**src/hdl/acm_pkg.sv**
```systemverilog
// acm_pkg: shared types, constants and helpers of the audio channel mixer
// no dependencies; imported by the interfaces and every mixer module
`default_nettype none

package acm_pkg;

   localparam int SAMPLE_BITS    = 16;
   localparam int MAX_CHANNELS   = 4;
   localparam int CNT_BITS       = 3;
   localparam int VOL_BITS       = 9;
   localparam int VOL_SHIFT      = 8;
   localparam int PROD_BITS      = SAMPLE_BITS + VOL_BITS + 1;
   localparam int SUM_BITS       = SAMPLE_BITS + 2;
   localparam int RECIP_BITS     = 16;
   localparam int RECIP_SHIFT    = 17;
   localparam int CSR_INDEX_BITS = 3;
   localparam int CSR_DATA_BITS  = VOL_BITS;

   localparam logic [VOL_BITS-1:0]   UNITY_VOL   = VOL_BITS'(256);
   localparam logic [CNT_BITS-1:0]   CNT_ONE     = CNT_BITS'(1);
   localparam logic [CNT_BITS-1:0]   CNT_TWO     = CNT_BITS'(2);
   localparam logic [CNT_BITS-1:0]   CNT_THREE   = CNT_BITS'(3);
   localparam logic [CNT_BITS-1:0]   CNT_MAX     = CNT_BITS'(MAX_CHANNELS);
   localparam logic [RECIP_BITS-1:0] RECIP_THREE = RECIP_BITS'(43691);

   localparam logic [CSR_INDEX_BITS-1:0] REG_SRC_CHANNELS = 3'd0;
   localparam logic [CSR_INDEX_BITS-1:0] REG_DST_CHANNELS = 3'd1;
   localparam logic [CSR_INDEX_BITS-1:0] REG_MIX_ALL      = 3'd2;
   localparam logic [CSR_INDEX_BITS-1:0] REG_VOL_CH0      = 3'd3;
   localparam logic [CSR_INDEX_BITS-1:0] REG_VOL_CH1      = 3'd4;
   localparam logic [CSR_INDEX_BITS-1:0] REG_VOL_CH2      = 3'd5;
   localparam logic [CSR_INDEX_BITS-1:0] REG_VOL_CH3      = 3'd6;

   typedef logic signed [SAMPLE_BITS-1:0] sample_type;

   typedef struct packed {
      logic [CNT_BITS-1:0] ns;
      logic [CNT_BITS-1:0] nd;
      logic                all;
   } mix_mode_type;

   function automatic logic [CNT_BITS-1:0] clamp_count(input logic [CNT_BITS-1:0] c);
      logic [CNT_BITS-1:0] r;
      r = c;
      if (c == '0) begin
         r = CNT_ONE;
      end else if (c > CNT_MAX) begin
         r = CNT_MAX;
      end
      return r;
   endfunction

endpackage

`default_nettype wire

```
**src/hdl/acm_if.sv**
```systemverilog
// acm_if: request, response and register write channels of the mixer
// depends on acm_pkg for the sample type and register port widths
`default_nettype none

interface acm_req_if import acm_pkg::*; ();
   logic       valid;
   logic       ready;
   sample_type in_s0;
   sample_type in_s1;
   sample_type in_s2;
   sample_type in_s3;

   modport source (output valid, output in_s0, output in_s1, output in_s2, output in_s3,
                   input ready);
   modport sink   (input valid, input in_s0, input in_s1, input in_s2, input in_s3,
                   output ready);
endinterface

interface acm_rsp_if import acm_pkg::*; ();
   logic       valid;
   logic       ready;
   sample_type out_s0;
   sample_type out_s1;
   sample_type out_s2;
   sample_type out_s3;

   modport source (output valid, output out_s0, output out_s1, output out_s2,
                   output out_s3, input ready);
   modport sink   (input valid, input out_s0, input out_s1, input out_s2, input out_s3,
                   output ready);
endinterface

interface acm_csr_if import acm_pkg::*; ();
   logic                      valid;
   logic                      ready;
   logic [CSR_INDEX_BITS-1:0] index;
   logic [CSR_DATA_BITS-1:0]  data;

   modport source (output valid, output index, output data, input ready);
   modport sink   (input valid, input index, input data, output ready);
endinterface

`default_nettype wire

```
**src/hdl/acm_lane.sv**
```systemverilog
// acm_lane: one channel lane, volume saturation and multiply, truncating scale by 256
// depends on acm_pkg
`default_nettype none

module acm_lane import acm_pkg::*; (
   input  wire logic                clock,
   input  wire logic                load,
   input  wire logic                active,
   input  wire logic [VOL_BITS-1:0] vol,
   input  wire sample_type          sample,
   output      sample_type          scaled
);

   localparam logic signed [PROD_BITS-1:0] ROUND_BIAS = PROD_BITS'((1 << VOL_SHIFT) - 1);

   logic [VOL_BITS-1:0]          vol_eff;
   logic signed [PROD_BITS-1:0]  product_in;
   logic signed [PROD_BITS-1:0]  product_ff;
   logic signed [PROD_BITS-1:0]  biased;

   always_comb begin
      vol_eff = (vol > UNITY_VOL) ? UNITY_VOL : vol;
      if (!active) begin
         vol_eff = '0;
      end
      product_in = sample * $signed({1'b0, vol_eff});
   end

   always_ff @(posedge clock) begin
      if (load) begin
         product_ff <= product_in;
      end
   end

   // toward-zero rounding for negative products
   assign biased = product_ff + (product_ff[PROD_BITS-1] ? ROUND_BIAS : '0);
   assign scaled = biased[SAMPLE_BITS+VOL_SHIFT-1:VOL_SHIFT];

endmodule

`default_nettype wire

```
**src/hdl/acm_merge.sv**
```systemverilog
// acm_merge: sums the lane results, divides the downmix sum and maps source to destination
// depends on acm_pkg; fed by the acm_lane instances
`default_nettype none

module acm_merge import acm_pkg::*; (
   input  wire logic         clock,
   input  wire logic         load,
   input  wire mix_mode_type mode,
   input  wire sample_type   lane_s [MAX_CHANNELS],
   output      sample_type   dst_s  [MAX_CHANNELS]
);

   localparam int MUL_BITS = (SUM_BITS - 1) + RECIP_BITS;

   logic signed [SUM_BITS-1:0] sum;
   logic [SUM_BITS-1:0]        mag_in;
   logic [SUM_BITS-1:0]        mag_ff;
   logic                       neg_ff;
   logic [CNT_BITS-1:0]        div_in;
   logic [CNT_BITS-1:0]        div_ff;
   sample_type                 frame_ff [MAX_CHANNELS];
   logic [MUL_BITS-1:0]        recip_prod;
   logic [SUM_BITS-1:0]        quot;
   logic [SUM_BITS-1:0]        avg_wide;
   sample_type                 avg;

   always_comb begin
      sum = SUM_BITS'(lane_s[0]) + SUM_BITS'(lane_s[1]);
      if (mode.all) begin
         for (int ch = 2; ch < MAX_CHANNELS; ch++) begin
            sum = sum + SUM_BITS'(lane_s[ch]);
         end
      end
      mag_in = sum[SUM_BITS-1] ? SUM_BITS'(-sum) : SUM_BITS'(sum);
      div_in = mode.all ? mode.ns : CNT_TWO;
   end

   always_ff @(posedge clock) begin
      if (load) begin
         frame_ff <= lane_s;
         mag_ff   <= mag_in;
         neg_ff   <= sum[SUM_BITS-1];
         div_ff   <= div_in;
      end
   end

   // divide by three as a reciprocal multiply, exact below 2**17
   assign recip_prod = mag_ff[SUM_BITS-2:0] * RECIP_THREE;

   always_comb begin
      case (div_ff)
         CNT_TWO:   quot = mag_ff >> 1;
         CNT_THREE: quot = SUM_BITS'(recip_prod[MUL_BITS-1:RECIP_SHIFT]);
         CNT_MAX:   quot = mag_ff >> 2;
         default:   quot = mag_ff;
      endcase
      avg_wide = neg_ff ? SUM_BITS'(-quot) : quot;
      avg      = $signed(avg_wide[SAMPLE_BITS-1:0]);
   end

   always_comb begin
      for (int ch = 0; ch < MAX_CHANNELS; ch++) begin
         dst_s[ch] = '0;
         if (mode.ns == mode.nd) begin
            if (CNT_BITS'(ch) < mode.nd) begin
               dst_s[ch] = frame_ff[ch];
            end
         end else if (mode.ns >= CNT_TWO && mode.nd == CNT_ONE) begin
            if (ch == 0) begin
               dst_s[ch] = avg;
            end
         end else if (mode.ns == CNT_ONE && mode.nd >= CNT_TWO) begin
            if (mode.all ? (CNT_BITS'(ch) < mode.nd) : (CNT_BITS'(ch) < CNT_TWO)) begin
               dst_s[ch] = frame_ff[0];
            end
         end else begin
            if (CNT_BITS'(ch) < mode.nd) begin
               dst_s[ch] = frame_ff[ch];
            end
         end
      end
   end

endmodule

`default_nettype wire

```
**src/hdl/audio_channel_mixer_unit.sv**
```systemverilog
// audio_channel_mixer_unit: top level, register file, lanes, merge and output register
// depends on acm_pkg, acm_if, acm_lane and acm_merge
// pipeline: three register stages (lane, merge, output) from request transfer to response valid
// throughput: one frame per cycle while rsp_chan.ready is high; each stage holds only while the stage after it is full
// reset: pipeline empty, src_channels and dst_channels 1, mix_all 0, all volumes 256
// register writes always complete in the cycle they are offered
`default_nettype none

module audio_channel_mixer_unit import acm_pkg::*; (
   input wire logic clock,
   input wire logic reset,
   acm_req_if.sink   req_chan,
   acm_rsp_if.source rsp_chan,
   acm_csr_if.sink   csr_chan
);

   logic [CNT_BITS-1:0] src_ff, src_in;
   logic [CNT_BITS-1:0] dst_ff, dst_in;
   logic                mix_ff, mix_in;
   logic [VOL_BITS-1:0] vol_ff [MAX_CHANNELS];
   logic [VOL_BITS-1:0] vol_in [MAX_CHANNELS];

   logic         lane_valid_ff, lane_valid_in;
   logic         merge_valid_ff, merge_valid_in;
   logic         rsp_valid_ff, rsp_valid_in;
   logic         req_xfer, merge_load, out_load;
   mix_mode_type mode;
   sample_type   req_s   [MAX_CHANNELS];
   sample_type   lane_s  [MAX_CHANNELS];
   sample_type   dst_s   [MAX_CHANNELS];
   sample_type   rsp_s_ff [MAX_CHANNELS];

   // register file
   assign csr_chan.ready = 1'b1;

   always_comb begin
      src_in = src_ff;
      dst_in = dst_ff;
      mix_in = mix_ff;
      vol_in = vol_ff;
      if (csr_chan.valid) begin
         case (csr_chan.index)
            REG_SRC_CHANNELS: src_in    = csr_chan.data[CNT_BITS-1:0];
            REG_DST_CHANNELS: dst_in    = csr_chan.data[CNT_BITS-1:0];
            REG_MIX_ALL:      mix_in    = csr_chan.data[0];
            REG_VOL_CH0:      vol_in[0] = csr_chan.data;
            REG_VOL_CH1:      vol_in[1] = csr_chan.data;
            REG_VOL_CH2:      vol_in[2] = csr_chan.data;
            REG_VOL_CH3:      vol_in[3] = csr_chan.data;
            default: ;
         endcase
      end
   end

   always_ff @(posedge clock) begin
      if (reset) begin
         src_ff <= CNT_ONE;
         dst_ff <= CNT_ONE;
         mix_ff <= 1'b0;
         for (int ch = 0; ch < MAX_CHANNELS; ch++) begin
            vol_ff[ch] <= UNITY_VOL;
         end
      end else begin
         src_ff <= src_in;
         dst_ff <= dst_in;
         mix_ff <= mix_in;
         vol_ff <= vol_in;
      end
   end

   assign mode.ns  = clamp_count(src_ff);
   assign mode.nd  = clamp_count(dst_ff);
   assign mode.all = mix_ff;

   // pipeline flow control
   assign out_load       = merge_valid_ff && (!rsp_valid_ff || rsp_chan.ready);
   assign merge_load     = lane_valid_ff && (!merge_valid_ff || out_load);
   assign req_chan.ready = !lane_valid_ff || merge_load;
   assign req_xfer       = req_chan.valid && req_chan.ready;

   assign lane_valid_in  = req_xfer || (lane_valid_ff && !merge_load);
   assign merge_valid_in = merge_load || (merge_valid_ff && !out_load);
   assign rsp_valid_in   = out_load || (rsp_valid_ff && !rsp_chan.ready);

   always_ff @(posedge clock) begin
      if (reset) begin
         lane_valid_ff  <= 1'b0;
         merge_valid_ff <= 1'b0;
         rsp_valid_ff   <= 1'b0;
      end else begin
         lane_valid_ff  <= lane_valid_in;
         merge_valid_ff <= merge_valid_in;
         rsp_valid_ff   <= rsp_valid_in;
      end
   end

   // lanes
   assign req_s[0] = req_chan.in_s0;
   assign req_s[1] = req_chan.in_s1;
   assign req_s[2] = req_chan.in_s2;
   assign req_s[3] = req_chan.in_s3;

   for (genvar g = 0; g < MAX_CHANNELS; g++) begin : g_lane
      acm_lane u_lane (
         .clock  (clock),
         .load   (req_xfer),
         .active (CNT_BITS'(g) < mode.ns),
         .vol    (vol_ff[g]),
         .sample (req_s[g]),
         .scaled (lane_s[g])
      );
   end

   acm_merge u_merge (
      .clock  (clock),
      .load   (merge_load),
      .mode   (mode),
      .lane_s (lane_s),
      .dst_s  (dst_s)
   );

   // output register
   always_ff @(posedge clock) begin
      if (out_load) begin
         rsp_s_ff <= dst_s;
      end
   end

   assign rsp_chan.valid  = rsp_valid_ff;
   assign rsp_chan.out_s0 = rsp_s_ff[0];
   assign rsp_chan.out_s1 = rsp_s_ff[1];
   assign rsp_chan.out_s2 = rsp_s_ff[2];
   assign rsp_chan.out_s3 = rsp_s_ff[3];

endmodule

`default_nettype wire
```
**src/flat_wrapper.sv**
```systemverilog
// flat-port wrapper written by rule: the top's interface ports become plain ports
module audio_channel_mixer_unit_flat import acm_pkg::*;
  (clock, reset, req_chan_valid, req_chan_in_s0, req_chan_in_s1, req_chan_in_s2, req_chan_in_s3, req_chan_ready, rsp_chan_valid, rsp_chan_out_s0, rsp_chan_out_s1, rsp_chan_out_s2, rsp_chan_out_s3, rsp_chan_ready, csr_chan_valid, csr_chan_index, csr_chan_data, csr_chan_ready);
  acm_req_if req_chan_i ();
  acm_rsp_if rsp_chan_i ();
  acm_csr_if csr_chan_i ();
  input wire logic clock;
  input wire logic reset;
  input wire logic [$bits(req_chan_i.valid)-1:0] req_chan_valid;
  input wire logic [$bits(req_chan_i.in_s0)-1:0] req_chan_in_s0;
  input wire logic [$bits(req_chan_i.in_s1)-1:0] req_chan_in_s1;
  input wire logic [$bits(req_chan_i.in_s2)-1:0] req_chan_in_s2;
  input wire logic [$bits(req_chan_i.in_s3)-1:0] req_chan_in_s3;
  output wire logic [$bits(req_chan_i.ready)-1:0] req_chan_ready;
  output wire logic [$bits(rsp_chan_i.valid)-1:0] rsp_chan_valid;
  output wire logic [$bits(rsp_chan_i.out_s0)-1:0] rsp_chan_out_s0;
  output wire logic [$bits(rsp_chan_i.out_s1)-1:0] rsp_chan_out_s1;
  output wire logic [$bits(rsp_chan_i.out_s2)-1:0] rsp_chan_out_s2;
  output wire logic [$bits(rsp_chan_i.out_s3)-1:0] rsp_chan_out_s3;
  input wire logic [$bits(rsp_chan_i.ready)-1:0] rsp_chan_ready;
  input wire logic [$bits(csr_chan_i.valid)-1:0] csr_chan_valid;
  input wire logic [$bits(csr_chan_i.index)-1:0] csr_chan_index;
  input wire logic [$bits(csr_chan_i.data)-1:0] csr_chan_data;
  output wire logic [$bits(csr_chan_i.ready)-1:0] csr_chan_ready;
  assign req_chan_i.valid = req_chan_valid;
  assign req_chan_i.in_s0 = req_chan_in_s0;
  assign req_chan_i.in_s1 = req_chan_in_s1;
  assign req_chan_i.in_s2 = req_chan_in_s2;
  assign req_chan_i.in_s3 = req_chan_in_s3;
  assign req_chan_ready = req_chan_i.ready;
  assign rsp_chan_valid = rsp_chan_i.valid;
  assign rsp_chan_out_s0 = rsp_chan_i.out_s0;
  assign rsp_chan_out_s1 = rsp_chan_i.out_s1;
  assign rsp_chan_out_s2 = rsp_chan_i.out_s2;
  assign rsp_chan_out_s3 = rsp_chan_i.out_s3;
  assign rsp_chan_i.ready = rsp_chan_ready;
  assign csr_chan_i.valid = csr_chan_valid;
  assign csr_chan_i.index = csr_chan_index;
  assign csr_chan_i.data = csr_chan_data;
  assign csr_chan_ready = csr_chan_i.ready;
  audio_channel_mixer_unit u_core (.clock(clock), .reset(reset), .req_chan(req_chan_i), .rsp_chan(rsp_chan_i), .csr_chan(csr_chan_i));
endmodule
```
**config.mk**
```make
export PLATFORM = sky130hd
export DESIGN_NAME = audio_channel_mixer_unit_flat
export DESIGN_NICKNAME = d
export VERILOG_FILES = /design/src/hdl/acm_pkg.sv /design/src/hdl/acm_if.sv /design/src/hdl/acm_lane.sv /design/src/hdl/acm_merge.sv /design/src/hdl/audio_channel_mixer_unit.sv /design/src/flat_wrapper.sv
export SDC_FILE = /design/constraint.sdc
export NUM_CORES = 2
export LEC_CHECK = 0
export BUFFER_PORTS_ARGS = -buffer_cell sky130_fd_sc_hd__buf_2
export CAP_MARGIN = 20
export CORE_MARGIN = 2
export CORE_UTILIZATION = 52
export CTS_CLUSTER_DIAMETER = 30
export DETAILED_ROUTE_END_ITERATION = 10
export PLACE_DENSITY = 0.74
export SLEW_MARGIN = 15
export SYNTH_ARGS = -nofsm -noshare
export SYNTH_HDL_FRONTEND = slang
export SYNTH_HIERARCHICAL = 1
export SYNTH_SLANG_ARGS = --single-unit
```
**constraint.sdc**
```tcl
create_clock -name clock -period 7.4 [get_ports clock]
set_input_delay 0.37 -clock clock [delete_from_list [all_inputs] [get_ports clock]]
set_output_delay 0.37 -clock clock [all_outputs]
set_load 0.02 [all_outputs]
```
==> impl_summary.log <==
INFO  metric ant_nets = 0
INFO  metric synth_flop_cell = sky130_fd_sc_hd__edfxtp_1
INFO  metric synthToLayoutAreaGrowth = 9.304%
INFO  metric startpoint = u_core/g_lane[0].u_lane/product_ff[25]$_DFFE_PP_
INFO  metric final-hold-violation-count = 0
INFO  metric antenna_violations_before_repair = 2
INFO  metric worst-endpoint-arrival = 7590 ps
INFO  metric layout_common_cells = sky130_fd_sc_hd__inv_1, sky130_fd_sc_hd__fa_1, sky130_fd_sc_hd__nand2_1
INFO  metric synthCells = 4483
INFO  metric filler_cell_count = 7016
INFO  metric post_placement_cell_area = 44480 µm²
INFO  metric io-pin-count = 148
INFO  metric seqCellArea = 8429 µm²
INFO  metric fin_total_pwr = 0.01269 W
INFO  metric cp.required = 7860 ps
INFO  metric min_path_type = primary input to flop
INFO  metric skew = 28.05 ps
INFO  metric synth-seq-area-share = 19.83%
INFO  metric maximum_achievable_frequency = 0.1402 GHz
INFO  metric synth.distinct_cells = 108
INFO  metric startpoint_types = flop
INFO  metric netlist_area = 42510 µm²
INFO  metric drt_first_pass_iters = 6
INFO  metric drt-vias-per-instance = 5.658
INFO  metric cellPowerDensity = 273.1 nW/µm²
INFO  metric cap_viol_max_count = 0
INFO  metric design_area = 46470 µm²
INFO  metric ys_ff_latch = 296
INFO  metric critPathKind = flop to flop
INFO  metric timing.hold.worst.start = rsp_chan_ready
INFO  metric via_count_of_the_first_global_routing_pass = 32899
INFO  metric cts.htree.levels = 2
INFO  metric r2r_start = u_core/g_lane[0].u_lane/product_ff[25]$_DFFE_PP_
INFO  metric final_core_utilization = 57.59%
INFO  metric crit_fanout = 7
INFO  metric worst_case_headroom_to_the_max_slew_limit = 26.10%
INFO  metric cts_buffers = 53
INFO  metric synth_area_leaders = sky130_fd_sc_hd__fa_1, sky130_fd_sc_hd__edfxtp_1, sky130_fd_sc_hd__ha_1
INFO  metric vias = 32337
INFO  metric drc = 0
INFO  metric ctsLongestPathBuffers = 3
INFO  metric floorplan.die.height = 289.9 µm
INFO  metric grt_start_max_net_pins = 59
INFO  metric tritoncts = built
INFO  metric timing.critical_path.to_type = flop
INFO  metric start_util = 52.69%
INFO  metric core_area = 80680 µm²
INFO  metric post_synth_edffs = 250
INFO  metric row_count = 104
INFO  metric placed_cells_incl_taps = 5606
INFO  metric final_net_count = 5704
INFO  metric worst_pin_slew = 1104 ps
INFO  metric report.final.slew_viol_count = 0
INFO  metric final_common_cell = sky130_fd_sc_hd__inv_1
INFO  metric share_of_layout_cells_above_drive_strength_1 = 8.554%
INFO  metric layout_worst_path_cycle_share = 96.38%
INFO  metric irDropWorstVdd = 0.8476 mV
INFO  metric detailedPlacementHpwl = 90.09 mm
INFO  metric width_of_the_chip = 289.9 µm
INFO  metric insertion_delay = 600 ps
INFO  metric final-setup-viol-count = 0
INFO  metric postSynthAreaPerCell = 9.483 µm²
INFO  metric path_clk_slew = 50 ps
INFO  metric routabilityCongestion = 0.9520
INFO  metric detail_route.wirelength = 110.9 mm
INFO  metric cellLeakagePower = 24.19 nW
INFO  metric global_route.overflow_total = 0
INFO  metric fp.dieArea = 84050 µm²
INFO  metric detail_route.wl_per_cell = 19.40 µm
INFO  metric area_share_of_the_largest_cell_type_after_synthesis = 27.97%
INFO  metric synth_largest_area_cell = sky130_fd_sc_hd__fa_1
INFO  metric area_occupied_by_multi_input_gates = 30190 µm²
INFO  metric port_buffers = 146
INFO  metric groute.usage.overall = 26.57%
INFO  metric synth-warning-count = 6
INFO  metric grt_pass1_wl = 177.6 mm
INFO  metric final_period_minus_worst_setup_slack = 7132 ps
INFO  metric cts.sink_count = 296
INFO  metric first_iter_violations = 2672
INFO  metric ctsRootBufferMaster = sky130_fd_sc_hd__clkbuf_16
INFO  metric async_reset_ff_share = 0%
INFO  metric final-instance-count-excl-fill = 5715
INFO  metric outcome = finished clean
==> state kept, by name, summed over array words and instances (netlist names), 3 cells and up <==
register,flops
u_core/rsp_chan.out_s0,16
u_core/vol_ff,36
u_core/src_ff,3
u_core/u_merge/div_ff,3
u_core/rsp_chan.out_s2,16
u_core/rsp_chan.out_s3,16
u_core/u_merge/mag_ff,18
u_core/g_lane.u_lane/product_ff,100
u_core/rsp_chan.out_s1,16
u_core/u_merge/frame_ff,64
u_core/dst_ff,3
==> worst max-delay path: stages (launching register included) <==
cell and delay (ps):
sky130_fd_sc_hd__edfxtp_1 510, sky130_fd_sc_hd__ha_1 340, sky130_fd_sc_hd__a31o_2 210, sky130_fd_sc_hd__a21o_1 200, sky130_fd_sc_hd__a21oi_4 190, sky130_fd_sc_hd__o21ai_0 130, sky130_fd_sc_hd__buf_4 190, sky130_fd_sc_hd__xor2_1 160
sky130_fd_sc_hd__ha_1 240, sky130_fd_sc_hd__fa_1 410, sky130_fd_sc_hd__a21o_1 180, sky130_fd_sc_hd__a211o_1 340, sky130_fd_sc_hd__a31o_1 280, sky130_fd_sc_hd__xor2_1 190, sky130_fd_sc_hd__inv_1 110, sky130_fd_sc_hd__fa_1 490
sky130_fd_sc_hd__inv_1 40, sky130_fd_sc_hd__ha_1 280, sky130_fd_sc_hd__a21o_1 160, sky130_fd_sc_hd__a21o_1 190, sky130_fd_sc_hd__a2111oi_2 410, sky130_fd_sc_hd__nor2_1 120, sky130_fd_sc_hd__xor2_1 180, sky130_fd_sc_hd__a221o_1 430
sky130_fd_sc_hd__or4_4 540, sky130_fd_sc_hd__o41ai_2 210, sky130_fd_sc_hd__a31o_1 130, sky130_fd_sc_hd__mux2_2 140
==> cell families (layout without fill, tap and decap cells) <==
kind of cell / Yosys count / after routing / share of synthesized area, %
and+or+nand+nor: 1234 / 1234 / 14.79
buffers and inverters: 1073 / 1235 / 9.568
adders and majority gates: 1015 / 1015 / 40.36
AOI/OAI and AO/OA: 576 / 576 / 9.324
DFF: 296 / 296 / 19.83
xor gates and xnor gates: 229 / 229 / 4.718
muxes: 59 / 59 / 1.401
other: 1 / 11 / 0.008821
==> synthesized netlist by cell type, types with 8 or more instances <==
master / number
sky130_fd_sc_hd__fa_1: 594
sky130_fd_sc_hd__ha_1: 421
sky130_fd_sc_hd__nor2b_1: 24
sky130_fd_sc_hd__nand4_1: 37
sky130_fd_sc_hd__mux2i_1: 55
sky130_fd_sc_hd__nand3_1: 51
sky130_fd_sc_hd__nor3_1: 30
sky130_fd_sc_hd__o21a_1: 24
sky130_fd_sc_hd__and3_1: 292
sky130_fd_sc_hd__o21ai_0: 72
sky130_fd_sc_hd__a21o_1: 42
sky130_fd_sc_hd__nor2_1: 120
sky130_fd_sc_hd__a21oi_1: 167
sky130_fd_sc_hd__buf_2: 11
sky130_fd_sc_hd__dfxtp_1: 46
sky130_fd_sc_hd__a211oi_1: 20
sky130_fd_sc_hd__nand2b_1: 65
sky130_fd_sc_hd__o211ai_1: 10
sky130_fd_sc_hd__buf_1: 29
sky130_fd_sc_hd__a311oi_1: 8
sky130_fd_sc_hd__and2_1: 54
sky130_fd_sc_hd__xnor2_1: 165
sky130_fd_sc_hd__clkbuf_1: 109
sky130_fd_sc_hd__o31ai_1: 19
sky130_fd_sc_hd__nand2_1: 473
sky130_fd_sc_hd__a22oi_1: 13
sky130_fd_sc_hd__a21boi_0: 8
sky130_fd_sc_hd__inv_1: 916
sky130_fd_sc_hd__o21bai_1: 15
sky130_fd_sc_hd__or3_1: 8
sky130_fd_sc_hd__o21ai_1: 29
sky130_fd_sc_hd__edfxtp_1: 250
sky130_fd_sc_hd__a31oi_1: 13
sky130_fd_sc_hd__a22o_1: 32
sky130_fd_sc_hd__xor2_1: 64
==> metal layers <==
| metal | global-route usage, % | vias up | routed length [µm] |
|---|---|---|---|
| li1 | - | 14877 | - |
| met1 | 36.00 | 16120 | 46160 |
| met2 | 44.14 | 1146 | 53420 |
| met3 | 3.876 | 194 | 7807 |
| met4 | 8.359 | 0 | 3482 |
| met5 | 0 | - | 0 |
==> metrics by stage <==
step           setup slack (ps)  TNS [ps]  hold slack (ps)
3_3_place_gp              177.0         0            452.2
6_report                  267.9         0            114.4
4_1_cts                   28.52         0            87.67
2_1_floorplan             629.7         0            434.2
3_5_place_dp              70.46         0            461.4
5_1_grt                  -8.136    -8.136            109.6
==> layout make-up <==
class / instances / area share (%)
clock buffer: 62 / 2.994
tap: 1060 / 2.854
sequential: 296 / 18.14
antenna: 2 / 0.01077
timing repair buffer: 216 / 2.725
multi-input combinational: 3122 / 64.97
inverter: 919 / 7.424
clock inverter: 38 / 0.8832
==> repair_timing <==
item,CTS,global route
buffers inserted,0,4
setup endpoints to repair,0,18
endpoints found under the hold margin,1,0
gates resized for setup,0,23
hold buffers,1,0
==> path summary, 6_finish.rpt <==
check | to | slack, ps | cells past startpoint
max | u_core/u_merge/mag_ff[16]$_DFFE_PP_ | 270 | 27
max reg2reg | u_core/u_merge/mag_ff[16]$_DFFE_PP_ | 270 | 27
min | u_core/rsp_chan.valid$_SDFF_PP0_ | 110 | 3
min reg2reg | u_core/merge_valid_ff$_SDFF_PP0_ | 470 | 2
==> power breakdown <==
| group | leakage, nW | internal (W) | switching, W |
|---|---|---|---|
| sequential | 2.77 | 0.00190 | 0.0000956 |
| clock | 0.853 | 0.00156 | 0.000852 |
| combinational | 20.6 | 0.00313 | 0.00515 |
(Power assumes the default switching activity.)
